===== src/rtl/core/bcsh_pkg.sv =====
`timescale 1ns / 1ps
// ----------------------------------------------------------------------------
// bcsh_pkg
// Shared types, widths and register codes for the bit crusher / sample hold.
// ----------------------------------------------------------------------------
package bcsh_pkg;

  localparam int unsigned SAMPLE_WIDTH = 24;
  localparam int unsigned PHASE_BITS   = 16;
  localparam int unsigned MIX_FRAC     = 16;
  localparam int unsigned PASS_DEPTH   = SAMPLE_WIDTH;

  localparam int unsigned DEPTH_W = 5;
  localparam int unsigned RATE_W  = 17;
  localparam int unsigned GATE_W  = 20;
  localparam int unsigned DC_W    = 20;
  localparam int unsigned MIX_W   = 17;

  localparam int unsigned CFG_IDX_W  = 3;
  localparam int unsigned CFG_DATA_W = 20;

  typedef logic signed [SAMPLE_WIDTH-1:0] sample_t;

  typedef enum logic [CFG_IDX_W-1:0] {
    REG_BIT_DEPTH  = 3'd0,
    REG_RATE_STEP  = 3'd1,
    REG_GATE_LEVEL = 3'd2,
    REG_DC_OFFSET  = 3'd3,
    REG_MIX_LEVEL  = 3'd4
  } cfg_reg_e;

  typedef struct packed {
    logic [DEPTH_W-1:0]    bit_depth;
    logic [RATE_W-1:0]     rate_step;
    logic [GATE_W-1:0]     gate_level;
    logic signed [DC_W-1:0] dc_offset;
    logic [MIX_W-1:0]      mix_level;
  } cfg_t;

  localparam logic [DEPTH_W-1:0] RST_BIT_DEPTH  = 5'd16;
  localparam logic [RATE_W-1:0]  RST_RATE_STEP  = 17'd65536;
  localparam logic [GATE_W-1:0]  RST_GATE_LEVEL = '0;
  localparam logic [DC_W-1:0]    RST_DC_OFFSET  = '0;
  localparam logic [MIX_W-1:0]   RST_MIX_LEVEL  = 17'd32768;

endpackage


===== src/rtl/core/bcsh_if.sv =====
`timescale 1ns / 1ps
// ----------------------------------------------------------------------------
// bcsh_if
// Valid/ready channel interfaces: input samples, output samples, config writes.
// ----------------------------------------------------------------------------
interface bcsh_in_if;
  logic                 valid;
  logic                 ready;
  bcsh_pkg::sample_t    sample_in;
  modport source (output valid, output sample_in, input ready);
  modport sink   (input valid, input sample_in, output ready);
endinterface

interface bcsh_out_if;
  logic                 valid;
  logic                 ready;
  bcsh_pkg::sample_t    sample_out;
  modport source (output valid, output sample_out, input ready);
  modport sink   (input valid, input sample_out, output ready);
endinterface

interface bcsh_cfg_if;
  logic                              valid;
  logic                              ready;
  logic [bcsh_pkg::CFG_IDX_W-1:0]    index;
  logic [bcsh_pkg::CFG_DATA_W-1:0]   wdata;
  modport source (output valid, output index, output wdata, input ready);
  modport sink   (input valid, input index, input wdata, output ready);
endinterface


===== src/rtl/core/bcsh_cfg_regs.sv =====
`timescale 1ns / 1ps
// ----------------------------------------------------------------------------
// bcsh_cfg_regs
// Configuration register file, written through the config channel.
// ----------------------------------------------------------------------------
module bcsh_cfg_regs (
  input  logic            clk_i,
  input  logic            rst_ni,
  bcsh_cfg_if.sink        cfg_i,
  output bcsh_pkg::cfg_t  cfg_o
);

  bcsh_pkg::cfg_t cfg_q, cfg_d;

  assign cfg_i.ready = 1'b1;

  always_comb begin
    cfg_d = cfg_q;
    if (cfg_i.valid) begin
      unique case (cfg_i.index)
        bcsh_pkg::REG_BIT_DEPTH:  cfg_d.bit_depth  = cfg_i.wdata[bcsh_pkg::DEPTH_W-1:0];
        bcsh_pkg::REG_RATE_STEP:  cfg_d.rate_step  = cfg_i.wdata[bcsh_pkg::RATE_W-1:0];
        bcsh_pkg::REG_GATE_LEVEL: cfg_d.gate_level = cfg_i.wdata[bcsh_pkg::GATE_W-1:0];
        bcsh_pkg::REG_DC_OFFSET:  cfg_d.dc_offset  = $signed(cfg_i.wdata[bcsh_pkg::DC_W-1:0]);
        bcsh_pkg::REG_MIX_LEVEL:  cfg_d.mix_level  = cfg_i.wdata[bcsh_pkg::MIX_W-1:0];
        default: ;  // unmapped index, write dropped
      endcase
    end
  end

  always_ff @(posedge clk_i or negedge rst_ni) begin
    if (!rst_ni) begin
      cfg_q.bit_depth  <= bcsh_pkg::RST_BIT_DEPTH;
      cfg_q.rate_step  <= bcsh_pkg::RST_RATE_STEP;
      cfg_q.gate_level <= bcsh_pkg::RST_GATE_LEVEL;
      cfg_q.dc_offset  <= $signed(bcsh_pkg::RST_DC_OFFSET);
      cfg_q.mix_level  <= bcsh_pkg::RST_MIX_LEVEL;
    end else begin
      cfg_q <= cfg_d;
    end
  end

  assign cfg_o = cfg_q;

endmodule


===== src/rtl/core/bcsh_hold.sv =====
`timescale 1ns / 1ps
// ----------------------------------------------------------------------------
// bcsh_hold
// Noise gate, phase accumulator and quantizer; owns the phase and held sample.
// ----------------------------------------------------------------------------
module bcsh_hold (
  input  logic               clk_i,
  input  logic               rst_ni,
  input  bcsh_pkg::cfg_t     cfg_i,
  input  logic               step_i,     // advance state with dry_i
  input  bcsh_pkg::sample_t  dry_i,
  output bcsh_pkg::sample_t  held_o,     // current held sample
  output bcsh_pkg::sample_t  held_next_o // held sample after this step
);

  localparam int unsigned SW = bcsh_pkg::SAMPLE_WIDTH;
  localparam int unsigned PB = bcsh_pkg::PHASE_BITS;
  localparam logic [31:0] PHASE_ONE = 32'd1 << PB;
  localparam logic [bcsh_pkg::DEPTH_W-1:0] PASS_B = bcsh_pkg::DEPTH_W'(bcsh_pkg::PASS_DEPTH);
  localparam logic [bcsh_pkg::DEPTH_W-1:0] SW_B   = bcsh_pkg::DEPTH_W'(SW);
  localparam logic signed [SW+1:0] QMAX = (SW+2)'((64'd1 << (SW-1)) - 64'd1);

  logic [PB-1:0]     phase_q, phase_d;
  bcsh_pkg::sample_t held_q, held_d;

  logic [PB:0]       step, phase_sum;
  logic [31:0]       rate_ext;
  logic              take;
  logic [SW-1:0]     dmag, qmag;
  bcsh_pkg::sample_t gated, quant;
  logic [bcsh_pkg::DEPTH_W-1:0] depth, sh;
  logic [SW:0]       half, lowm, rnd, qv;
  logic signed [SW+1:0] qs;

  // gate: small magnitudes go to zero when the gate is armed
  always_comb begin
    dmag  = dry_i[SW-1] ? SW'(-dry_i) : SW'(dry_i);
    gated = dry_i;
    if (cfg_i.gate_level != '0 && 32'(dmag) < 32'(cfg_i.gate_level)) begin
      gated = '0;
    end
  end

  // quantizer: round magnitude, ties away from zero, then reapply sign
  always_comb begin
    depth = (cfg_i.bit_depth == '0) ? bcsh_pkg::DEPTH_W'(1) : cfg_i.bit_depth;
    sh    = SW_B - depth;
    qmag  = gated[SW-1] ? SW'(-gated) : SW'(gated);
    half  = (SW+1)'(1) << (sh - bcsh_pkg::DEPTH_W'(1));
    lowm  = ((SW+1)'(1) << sh) - (SW+1)'(1);
    rnd   = {1'b0, qmag} + half;
    qv    = rnd & ~lowm;
    qs    = gated[SW-1] ? -$signed({1'b0, qv}) : $signed({1'b0, qv});
    if (depth >= PASS_B) begin
      quant = gated;
    end else if (qs > QMAX) begin
      quant = QMAX[SW-1:0];
    end else begin
      quant = qs[SW-1:0];
    end
  end

  // phase stays below one, so the carry out is the sample strobe
  always_comb begin
    rate_ext  = 32'(cfg_i.rate_step);
    step      = (rate_ext > PHASE_ONE) ? PHASE_ONE[PB:0] : rate_ext[PB:0];
    phase_sum = {1'b0, phase_q} + step;
    take      = phase_sum[PB];
    phase_d   = phase_q;
    held_d    = held_q;
    if (step_i) begin
      phase_d = phase_sum[PB-1:0];
      if (take) begin
        held_d = quant;
      end
    end
  end

  always_ff @(posedge clk_i or negedge rst_ni) begin
    if (!rst_ni) begin
      phase_q <= '0;
      held_q  <= '0;
    end else begin
      phase_q <= phase_d;
      held_q  <= held_d;
    end
  end

  assign held_o      = held_q;
  assign held_next_o = take ? quant : held_q;

endmodule


===== src/rtl/core/bcsh_mix.sv =====
`timescale 1ns / 1ps
// ----------------------------------------------------------------------------
// bcsh_mix
// Adds DC offset to the held sample, dry/wet crossfade, rounding, saturation.
// ----------------------------------------------------------------------------
module bcsh_mix (
  input  bcsh_pkg::cfg_t     cfg_i,
  input  bcsh_pkg::sample_t  dry_i,
  input  bcsh_pkg::sample_t  held_i,
  output bcsh_pkg::sample_t  mix_o
);

  localparam int unsigned SW = bcsh_pkg::SAMPLE_WIDTH;
  localparam int unsigned MF = bcsh_pkg::MIX_FRAC;
  localparam int unsigned AW = SW + 20;
  localparam logic [bcsh_pkg::MIX_W-1:0] MIX_ONE = bcsh_pkg::MIX_W'(64'd1 << MF);
  localparam logic signed [AW-1:0] RND  = AW'(64'd1 << (MF-1));
  localparam logic signed [AW-1:0] YMAX = AW'((64'd1 << (SW-1)) - 64'd1);
  localparam logic signed [AW-1:0] YMIN = -AW'(64'd1 << (SW-1));

  logic [bcsh_pkg::MIX_W-1:0] m, inv;
  logic signed [SW:0]         wet;
  logic signed [SW+17:0]      p_dry;
  logic signed [SW+18:0]      p_wet;
  logic signed [AW-1:0]       acc, y;

  always_comb begin
    m     = (cfg_i.mix_level > MIX_ONE) ? MIX_ONE : cfg_i.mix_level;
    inv   = MIX_ONE - m;
    // wet path is left unsaturated ahead of the mix
    wet   = (SW+1)'(held_i) + (SW+1)'(cfg_i.dc_offset);
    p_dry = dry_i * $signed({1'b0, inv});
    p_wet = wet * $signed({1'b0, m});
    acc   = AW'(p_dry) + AW'(p_wet) + RND;
    y     = acc >>> MF;
    if (y > YMAX) begin
      mix_o = YMAX[SW-1:0];
    end else if (y < YMIN) begin
      mix_o = YMIN[SW-1:0];
    end else begin
      mix_o = y[SW-1:0];
    end
  end

endmodule


===== src/rtl/core/bit_crusher_sample_hold_top.sv =====
`timescale 1ns / 1ps
// ----------------------------------------------------------------------------
// bit_crusher_sample_hold_top
// Bit crusher with sample-and-hold, noise gate, DC offset and dry/wet mix.
// ----------------------------------------------------------------------------
// Takes one signed Q1.23 sample per cycle and returns one mixed sample per
// input, in order. Output valid rises once an accepted sample has passed the
// three registers of the path: the input register, the hold stage register
// (gate, phase accumulator and quantizer, with the phase and held-sample
// feedback closing through their own registers), and the output register
// after the mix multipliers.
// Throughput is one sample per clock while the output side keeps taking; a
// stall back-pressures stage by stage, and an empty stage keeps accepting.
// Config writes are always ready and should only be issued while the pipeline
// is empty.
module bit_crusher_sample_hold_top (
  input  logic        clk_i,
  input  logic        rst_ni,
  bcsh_in_if.sink     in_i,
  bcsh_out_if.source  out_o,
  bcsh_cfg_if.sink    cfg_i
);

  bcsh_pkg::cfg_t    cfg;
  logic              s1_v_q, s2_v_q, out_v_q;
  logic              adv1, adv2, adv_out;
  bcsh_pkg::sample_t s1_dry_q;
  bcsh_pkg::sample_t s2_dry_q, s2_held_q;
  bcsh_pkg::sample_t out_q;
  bcsh_pkg::sample_t held_cur, held_next, mixed;

  assign adv_out    = !out_v_q || out_o.ready;
  assign adv2       = !s2_v_q || adv_out;
  assign adv1       = !s1_v_q || adv2;
  assign in_i.ready = adv1;

  bcsh_cfg_regs u_cfg (
    .clk_i  (clk_i),
    .rst_ni (rst_ni),
    .cfg_i  (cfg_i),
    .cfg_o  (cfg)
  );

  bcsh_hold u_hold (
    .clk_i       (clk_i),
    .rst_ni      (rst_ni),
    .cfg_i       (cfg),
    .step_i      (s1_v_q && adv2),
    .dry_i       (s1_dry_q),
    .held_o      (held_cur),
    .held_next_o (held_next)
  );

  bcsh_mix u_mix (
    .cfg_i  (cfg),
    .dry_i  (s2_dry_q),
    .held_i (s2_held_q),
    .mix_o  (mixed)
  );

  always_ff @(posedge clk_i or negedge rst_ni) begin
    if (!rst_ni) begin
      s1_v_q  <= 1'b0;
      s2_v_q  <= 1'b0;
      out_v_q <= 1'b0;
    end else begin
      if (adv1)    s1_v_q  <= in_i.valid;
      if (adv2)    s2_v_q  <= s1_v_q;
      if (adv_out) out_v_q <= s2_v_q;
    end
  end

  always_ff @(posedge clk_i) begin
    if (adv1 && in_i.valid) begin
      s1_dry_q <= in_i.sample_in;
    end
    if (adv2 && s1_v_q) begin
      s2_dry_q  <= s1_dry_q;
      s2_held_q <= held_next;
    end
    if (adv_out && s2_v_q) begin
      out_q <= mixed;
    end
  end

  assign out_o.valid      = out_v_q;
  assign out_o.sample_out = out_q;

  // accepted sample lands in the input register
  a_in_lands: assert property (@(posedge clk_i) disable iff (!rst_ni)
    in_i.valid && in_i.ready |=> s1_v_q)
    else $error("accepted sample not captured");

  // held sample moves only when the hold stage advances
  a_held_stable: assert property (@(posedge clk_i) disable iff (!rst_ni)
    !(s1_v_q && adv2) |=> $stable(held_cur))
    else $error("held sample changed without a hold-stage step");

  // a sample leaving the hold stage must reach the output register
  a_mix_lands: assert property (@(posedge clk_i) disable iff (!rst_ni)
    s2_v_q && adv_out |=> out_v_q)
    else $error("mixed sample lost");

endmodule

===== src/flat_wrapper.sv =====
// flat-port wrapper written by rule: the top's interface ports become plain ports
module bit_crusher_sample_hold_top_flat 
  (clk_i, rst_ni, in_i_valid, in_i_sample_in, in_i_ready, out_o_valid, out_o_sample_out, out_o_ready, cfg_i_valid, cfg_i_index, cfg_i_wdata, cfg_i_ready);
  bcsh_in_if in_i_i ();
  bcsh_out_if out_o_i ();
  bcsh_cfg_if cfg_i_i ();
  input  logic clk_i;
  input  logic rst_ni;
  input wire logic [$bits(in_i_i.valid)-1:0] in_i_valid;
  input wire logic [$bits(in_i_i.sample_in)-1:0] in_i_sample_in;
  output wire logic [$bits(in_i_i.ready)-1:0] in_i_ready;
  output wire logic [$bits(out_o_i.valid)-1:0] out_o_valid;
  output wire logic [$bits(out_o_i.sample_out)-1:0] out_o_sample_out;
  input wire logic [$bits(out_o_i.ready)-1:0] out_o_ready;
  input wire logic [$bits(cfg_i_i.valid)-1:0] cfg_i_valid;
  input wire logic [$bits(cfg_i_i.index)-1:0] cfg_i_index;
  input wire logic [$bits(cfg_i_i.wdata)-1:0] cfg_i_wdata;
  output wire logic [$bits(cfg_i_i.ready)-1:0] cfg_i_ready;
  assign in_i_i.valid = in_i_valid;
  assign in_i_i.sample_in = in_i_sample_in;
  assign in_i_ready = in_i_i.ready;
  assign out_o_valid = out_o_i.valid;
  assign out_o_sample_out = out_o_i.sample_out;
  assign out_o_i.ready = out_o_ready;
  assign cfg_i_i.valid = cfg_i_valid;
  assign cfg_i_i.index = cfg_i_index;
  assign cfg_i_i.wdata = cfg_i_wdata;
  assign cfg_i_ready = cfg_i_i.ready;
  bit_crusher_sample_hold_top u_core (.clk_i(clk_i), .rst_ni(rst_ni), .in_i(in_i_i), .out_o(out_o_i), .cfg_i(cfg_i_i));
endmodule

===== config.mk =====
export PLATFORM = sky130hd
export DESIGN_NAME = bit_crusher_sample_hold_top_flat
export DESIGN_NICKNAME = d
export VERILOG_FILES = /design/src/rtl/core/bcsh_pkg.sv /design/src/rtl/core/bcsh_if.sv /design/src/rtl/core/bcsh_cfg_regs.sv /design/src/rtl/core/bcsh_hold.sv /design/src/rtl/core/bcsh_mix.sv /design/src/rtl/core/bit_crusher_sample_hold_top.sv /design/src/flat_wrapper.sv
export SDC_FILE = /design/constraint.sdc
export NUM_CORES = 2
export LEC_CHECK = 0
export BUFFER_PORTS_ARGS = -buffer_cell sky130_fd_sc_hd__buf_2
export CAP_MARGIN = 30
export CORE_MARGIN = 2
export CORE_UTILIZATION = 60
export DETAILED_ROUTE_END_ITERATION = 8
export PLACE_DENSITY = 0.8
export SYNTH_ARGS = -nofsm -noshare
export SYNTH_HDL_FRONTEND = slang
export SYNTH_HIERARCHICAL = 1
export SYNTH_SLANG_ARGS = --single-unit

===== constraint.sdc =====
create_clock -name clk_i -period 10.1 [get_ports clk_i]
set_input_delay 2.02 -clock clk_i [delete_from_list [all_inputs] [get_ports clk_i]]
set_output_delay 2.02 -clock clk_i [all_outputs]
set_load 0.02 [all_outputs]

Yosys cells after proc, flatten, opt, wreduce, memory -nomap -nowiden
Cells that the tools add are included.
Operators by class
  add/sub/neg operators: 12
  $mul: 2
  divide/modulo/power cells: 0
  $lt $le $gt $ge: 7
  equality and inequality tests: 4
  shift operators: 2
  mux-type cells: 11
  bitwise operators: 2
  reductions and logical operators: 18
Operators with widths (count)
  $mux W24: 7
  $shl A1 B5 Y25 const A: 2
  $neg A24 Y24: 2
  $add A42 B43 Y44: 1
  $add A44 B17 Y44 const B: 1
  $mul A25 B18 Y43: 1
  $mul A24 B18 Y42: 1
  $gt A17 B17 Y1 const B: 2
  $mux W17: 2
  $gt A28 B24 Y1 const B: 1
  $lt A28 B24 Y1 const B: 1
  $gt A26 B24 Y1 const B: 1
  $mux W26: 1
  $neg A25 Y26: 1
  $add A24 B20 Y25: 1
  $add A24 B25 Y25: 1
  $and A25 B25 Y25: 1
  $not A25 Y25: 1
  $sub A25 B2 Y25 const B: 1
  $lt A24 B20 Y1: 1
  $reduce_bool A20 Y1: 1
  $add A16 B17 Y17: 1
  $sub A17 B17 Y17 const A: 1
  $reduce_and A2 Y1: 5
  12 further kinds: 20
Storage, ports and cells
  register bits after elaboration: 218
  latch bits: 0
  memory bits (writable): 0
  memory bits (read-only): 0
  bits of input ports: 52
  output and inout bits: 27
  logic and storage cells: 72
  memories: 0

Depth between registers and ports, before layout
  depth after elaboration: 15
  depth in mapped cells: 43

Hierarchy
The synthesis kept the hierarchy.
By module, submodules not included
  bcsh_mix: times used 1, cells an instance 3678, area an instance 32761.4 µm², seq. area each 0.0 µm²
  bcsh_hold: times used 1, cells an instance 979, area an instance 7226.9 µm², seq. area each 1001.0 µm²
  bcsh_cfg_regs: times used 1, cells an instance 173, area an instance 3061.7 µm², seq. area each 1980.6 µm²
  bit_crusher_sample_hold_top: times used 1, cells an instance 108, area an instance 3027.9 µm², seq. area each 2957.8 µm²

Worst setup path before layout
No wires, ideal clock.
  kind: register -> register
  from: register u_core.u_cfg.cfg_q (netlist bit u_core/u_cfg/cfg_o[16])
  to: register u_core.out_q[22], in the netlist u_core/out_o.sample_out[22] (data pin)
  setup time: 0.170 ns
  data arrival time: 10.261 ns
  data required time: 9.930 ns
  path slack: -0.331 ns
  stages on the path, launching flop included: 40
  buffers on the path: 7
  path through: dfrtp_1 -> buf_2 -> buf_1 -> nor2b_1 -> clkbuf_1 -> clkinv_1 -> clkbuf_1 -> ha_1 -> nand3_1 -> or3_1 -> nor3_1 -> nand2_1 -> nor3_1 -> a21oi_1 -> a21oi_1 -> clkbuf_1 -> and2_1 -> fa_1 -> [... 4 more ...] -> fa_1 -> fa_1 -> fa_1 -> fa_1 -> inv_1 -> fa_1 -> inv_1 -> ha_1 -> buf_2 -> nand4_1 -> or4_1 -> or3_1 -> o2111a_2 -> or3_4 -> a2111oi_4 -> nor2_2 -> buf_6 -> o32ai_2
On the way
  cells in the longest elaborated chain, start to end: 8
  elaborated cells on any way between the ends: 10
  classes of those cells: add/sub (3); mul (2); order compare (3); mux (2)
Ends and longest elaborated chain
  from (decl): RTL line bcsh_cfg_regs.sv:13  | bcsh_pkg::cfg_t cfg_q, cfg_d;
  from (signal assigned): RTL line bcsh_cfg_regs.sv:39  | cfg_q <= cfg_d;
  $gt A17 B17 Y1: RTL line bcsh_mix.sv:28  | m = (cfg_i.mix_level > MIX_ONE) ? MIX_ONE : cfg_i.mix_level;
  $mux W17 *: RTL line bcsh_mix.sv:28
  $sub A17 B17 Y17: RTL line bcsh_mix.sv:29  | inv = MIX_ONE - m;
  $mul A24 B18 Y42: RTL line bcsh_mix.sv:32  | p_dry = dry_i * $signed({1'b0, inv});
  $add A42 B43 Y44 *: RTL line bcsh_mix.sv:34  | acc = AW'(p_dry) + AW'(p_wet) + RND;
  $add A44 B17 Y44 *: RTL line bcsh_mix.sv:34
  $lt A28 B24 Y1: RTL line bcsh_mix.sv:38  | end else if (y < YMIN) begin
  $mux W24: RTL line bcsh_mix.sv:38
  to (signal assigned): RTL line bit_crusher_sample_hold_top.sv:82  | out_q <= mixed;
  to (decl): RTL line bit_crusher_sample_hold_top.sv:29  | bcsh_pkg::sample_t out_q;
Mark *: on every way between the ends. The rest lies on a longest branch, timed or not.
A chain may end at the register's enable or synchronous reset.

Worst setup path in the final report
  from: register u_core.s2_held_q[13]
  to: register u_core.out_q[4], in the netlist u_core/out_o.sample_out[4] (data pin)
On the way
  cells in the longest elaborated chain, start to end: 6
  elaborated cells on any way between the ends: 7
  classes of those cells: add/sub (3); mul (1); order compare (2); mux (1)
Ends and longest elaborated chain
  from (decl): RTL line bit_crusher_sample_hold_top.sv:28  | bcsh_pkg::sample_t s2_dry_q, s2_held_q;
  from (signal assigned): RTL line bit_crusher_sample_hold_top.sv:79  | s2_held_q <= held_next;
  $add A24 B20 Y25 *: RTL line bcsh_mix.sv:31  | wet = (SW+1)'(held_i) + (SW+1)'(cfg_i.dc_offset);
  $mul A25 B18 Y43 *: RTL line bcsh_mix.sv:33  | p_wet = wet * $signed({1'b0, m});
  $add A42 B43 Y44 *: RTL line bcsh_mix.sv:34
  $add A44 B17 Y44 *: RTL line bcsh_mix.sv:34
  $lt A28 B24 Y1: RTL line bcsh_mix.sv:38
  $mux W24: RTL line bcsh_mix.sv:38
Marks and branches as above.

==> flow_summary.json <==
{
  "worstMarginPinSlew_ns": 1.101,
  "finalHoldViolCount": 0,
  "synth_edf_count": 96,
  "yosysWarnings": 6,
  "ys_ff_latch": 218,
  "die_area_um2": 79030,
  "final_cell_area_um2": 51340,
  "max_freq_mhz": 97.87,
  "die_height_um": 281.1,
  "overflow": 0,
  "whs_ns": 0.4829,
  "dpl_cell_area_um2": 48800,
  "num_antenna_cells": 0,
  "drt_iter0_drc": 3516,
  "ys_types": 108,
  "grt_pass1_wl_um": 209200,
  "rsz0062_at_grt": "true",
  "antenna_found_initial": 4,
  "ff_latch_area_um2": 5941,
  "fin_worst_skew_ns": 0.02038,
  "clock_latency_ns": 0.57,
  "cts_tree": "yes",
  "ys.flop_type": "dfrtp_1",
  "rows": 101,
  "cp-start-kind": "flop",
  "cts-buffers-inserted": 25,
  "num-nets-final": 6360,
  "setup_viol": 23,
  "cts.clk_slew.worst_paths_ns": 0.07,
  "grt_usage": 0.3469,
  "synth.top_cell.area_share": 0.3915,
  "clockRootBuffer": "clkbuf_16",
  "port_buffers": 77,
  "ctsHoldBuffers": 0,
  "hold_path.class": "reg -> reg",
  "synth_cells": 4938,
  "start_util": 0.6067,
  "cts_num_sinks": 218,
  "worstPathMaxFanout": 6,
  "synth_seq_area_share": 0.1289,
  "ant_nets": 0,
  "drive_above_1_share": 0.1431,
  "synthToLayoutAreaGrowth_pct": 11.41,
  "vias": 36400,
  "max-slew-margin-rel": 0.2659,
  "clk_path_buf_depth": 3,
  "worst_path_most_repeated_cell": "fa_1",
  "dr.pass1.iters": 6,
  "cts_max_level": 1,
  "multi_input_area_um2": 36430,
  "ys_async_sr_fraction": 0.5596,
  "dp_hpwl_um": 108500,
  "maxSlewViolCount": 0,
  "max_cap_violations": 0,
  "post_drt_wl_per_cell_um": 22.16,
  "status": "complete, but fails checks",
  "worst_setup_path_end_kind": "flop",
  "syn_area_um2": 46080,
  "viasPerCell": 5.911,
  "die_w_um": 281.1,
  "synth_nets": 6189,
  "synth_area_leaders": "fa_1 (39%), inv_1 (8.7%), ha_1 (8.1%), dfrtp_1 (6.5%), edfxtp_1 (6.3%)",
  "slowest_stage": "fa_1",
  "min_period_ns": 10.22,
  "synth_top_cell_by_area": "fa_1",
  "tns_ns": -1.731,
  "setup_slack_ns": -0.1172,
  "remaining_drc_errors": 0,
  "crit_arrival_ns": 10.53,
  "path_class": "reg -> reg",
  "grt_max_degree": 71,
  "wl_um": 136500,
  "grt_pass1_vias": 37880,
  "crit_path_max_incr_delay_ns": 0.59,
  "core_area_um2": 75950,
  "cp_data_required_time_ns": 10.41,
  "gp_congestion": 1.088,
  "violations": "negative setup slack",
  "period_share": 1.012,
  "ioPinCount": 79,
  "avgSynthCellArea_um2": 9.331,
  "fillCellCount": 5636
}
[cells by family (layout without fill, tap and decap cells)]
kind of cell / Yosys count / after routing / share of synthesized area
muxes: 144 / 144 / 0.03554
AOI/OAI and AO/OA: 540 / 541 / 0.07674
xor gates and xnor gates: 146 / 147 / 0.02775
DFF: 218 / 218 / 0.1289
adders and majority gates: 1199 / 1199 / 0.4724
buffers and inverters: 1279 / 1466 / 0.1059
and+or+nand+nor: 1411 / 1412 / 0.1527
other: 1 / 1 / 0.00008138
[cell usage in the layout, fill, tap and decap left out, types with 18 or more instances in the layout]
cell and instances:
nand2_1 479, o21ai_1 23, nor2b_1 41, nor2_1 258
a21o_1 38, and2_1 338, clkbuf_16 31, fa_1 886
o31ai_1 28, edfxtp_1 96, nand2b_1 33, mux2_2 107
a21oi_1 113, xnor2_1 90, and3_1 20, nand3_1 51
nor3_1 41, or3_1 19, nand4_1 26, buf_4 241
xor2_1 40, ha_1 282, inv_1 1052, dfrtp_1 118
buf_2 77, o21ai_0 95, nor4_1 18
[flip-flops by register name (all words and copies together), names as in the netlist]
register	cells
u_core/out_o.sample_out	24
u_core/u_hold/held_o	24
u_core/s2_v_q	1
u_core/s2_held_q	24
u_core/u_hold/phase_q	16
u_core/s1_v_q	1
u_core/s1_dry_q	24
u_core/s2_dry_q	24
u_core/out_o.valid	1
u_core/u_cfg/cfg_o	79
[stage by stage]
stage	setup WS, ns	util	cells
2_1_floorplan	0.02129	-	4938
3_3_place_gp	-0.3983	0.6414	6059
3_5_place_dp	-0.4550	0.6425	6064
4_1_cts	0.01272	0.6566	6115
5_1_grt	-0.4145	0.6759	6158
6_report	-0.1172	0.6759	6158
[metal layers]
layer,wire [µm],GRT usage,up-vias,part of all wire
li1,-,-,15650,-
met1,50990,0.4487,18180,0.37
met2,62220,0.5534,2032,0.46
met3,14870,0.08629,531,0.11
met4,8365,0.1574,4,0.061
met5,26,0,-,0.00019
[synth_stat cells (15+ instances only)]
library cell / number
nand4_1: 26
xor2_1: 46
o211ai_1: 17
nor4_1: 20
nand3_1: 52
a211oi_1: 18
nor2b_1: 46
a21o_1: 38
and3_1: 21
o21a_1: 15
fa_1: 901
nand2b_1: 33
nor3_1: 51
mux2_2: 107
inv_1: 1065
o31ai_1: 35
nor2_1: 265
dfrtp_1: 119
edfxtp_1: 96
o21ai_0: 116
a31oi_1: 25
nand2_1: 480
and2_1: 338
ha_1: 298
mux2i_1: 17
or3_1: 22
a21oi_1: 127
xnor2_1: 100
o22ai_1: 28
clkbuf_1: 176
[timing repair]
action                                  4_1_cts  5_1_grt
buffers inserted                              4       32
gates cloned                                  1        7
gates resized for setup                      43      199
endpoints found under the setup margin       23       24
pin swaps                                    14       77
[critical path: cells and delay by family (launching register included)]
family	cells	cell delay [ns]
adders and majority gates	10	4.63
buffers and inverters	7	0.74
xor gates and xnor gates	1	0.18
and+or+nand+nor	7	2.03
AOI/OAI and AO/OA	8	1.95
DFF	1	0.42
[final cells by class]
class | count | share of cell area
multi-input cells | 3444 | 0.7097
clock buffers | 32 | 0.01392
flip-flops and latches | 218 | 0.1157
well taps | 1030 | 0.02510
repair buffers | 351 | 0.05430
clock inverters | 14 | 0.003120
inverters | 1069 | 0.07816
[path summary, 6_finish.rpt]
kind	from	end	slack [ns]	depth (start not counted)
min in group asynchronous	rst_ni	u_core/u_hold/phase_q[4]	1.49	1
setup reg to reg	u_core/s2_held_q[13]	u_core/out_o.sample_out[4]	-0.12	33
setup / recovery	u_core/s2_held_q[13]	u_core/out_o.sample_out[4]	-0.12	33
hold / removal	u_core/u_hold/held_o[7]	u_core/u_hold/held_o[7]	0.48	2
hold reg to reg	u_core/u_hold/held_o[7]	u_core/u_hold/held_o[7]	0.48	2
max in group asynchronous	rst_ni	u_core/u_cfg/cfg_o[68]	7.21	2
Power is left out: the tool's default activity adds up to more than one toggle a clock period on the data nets, which glitch-free logic cannot reach.
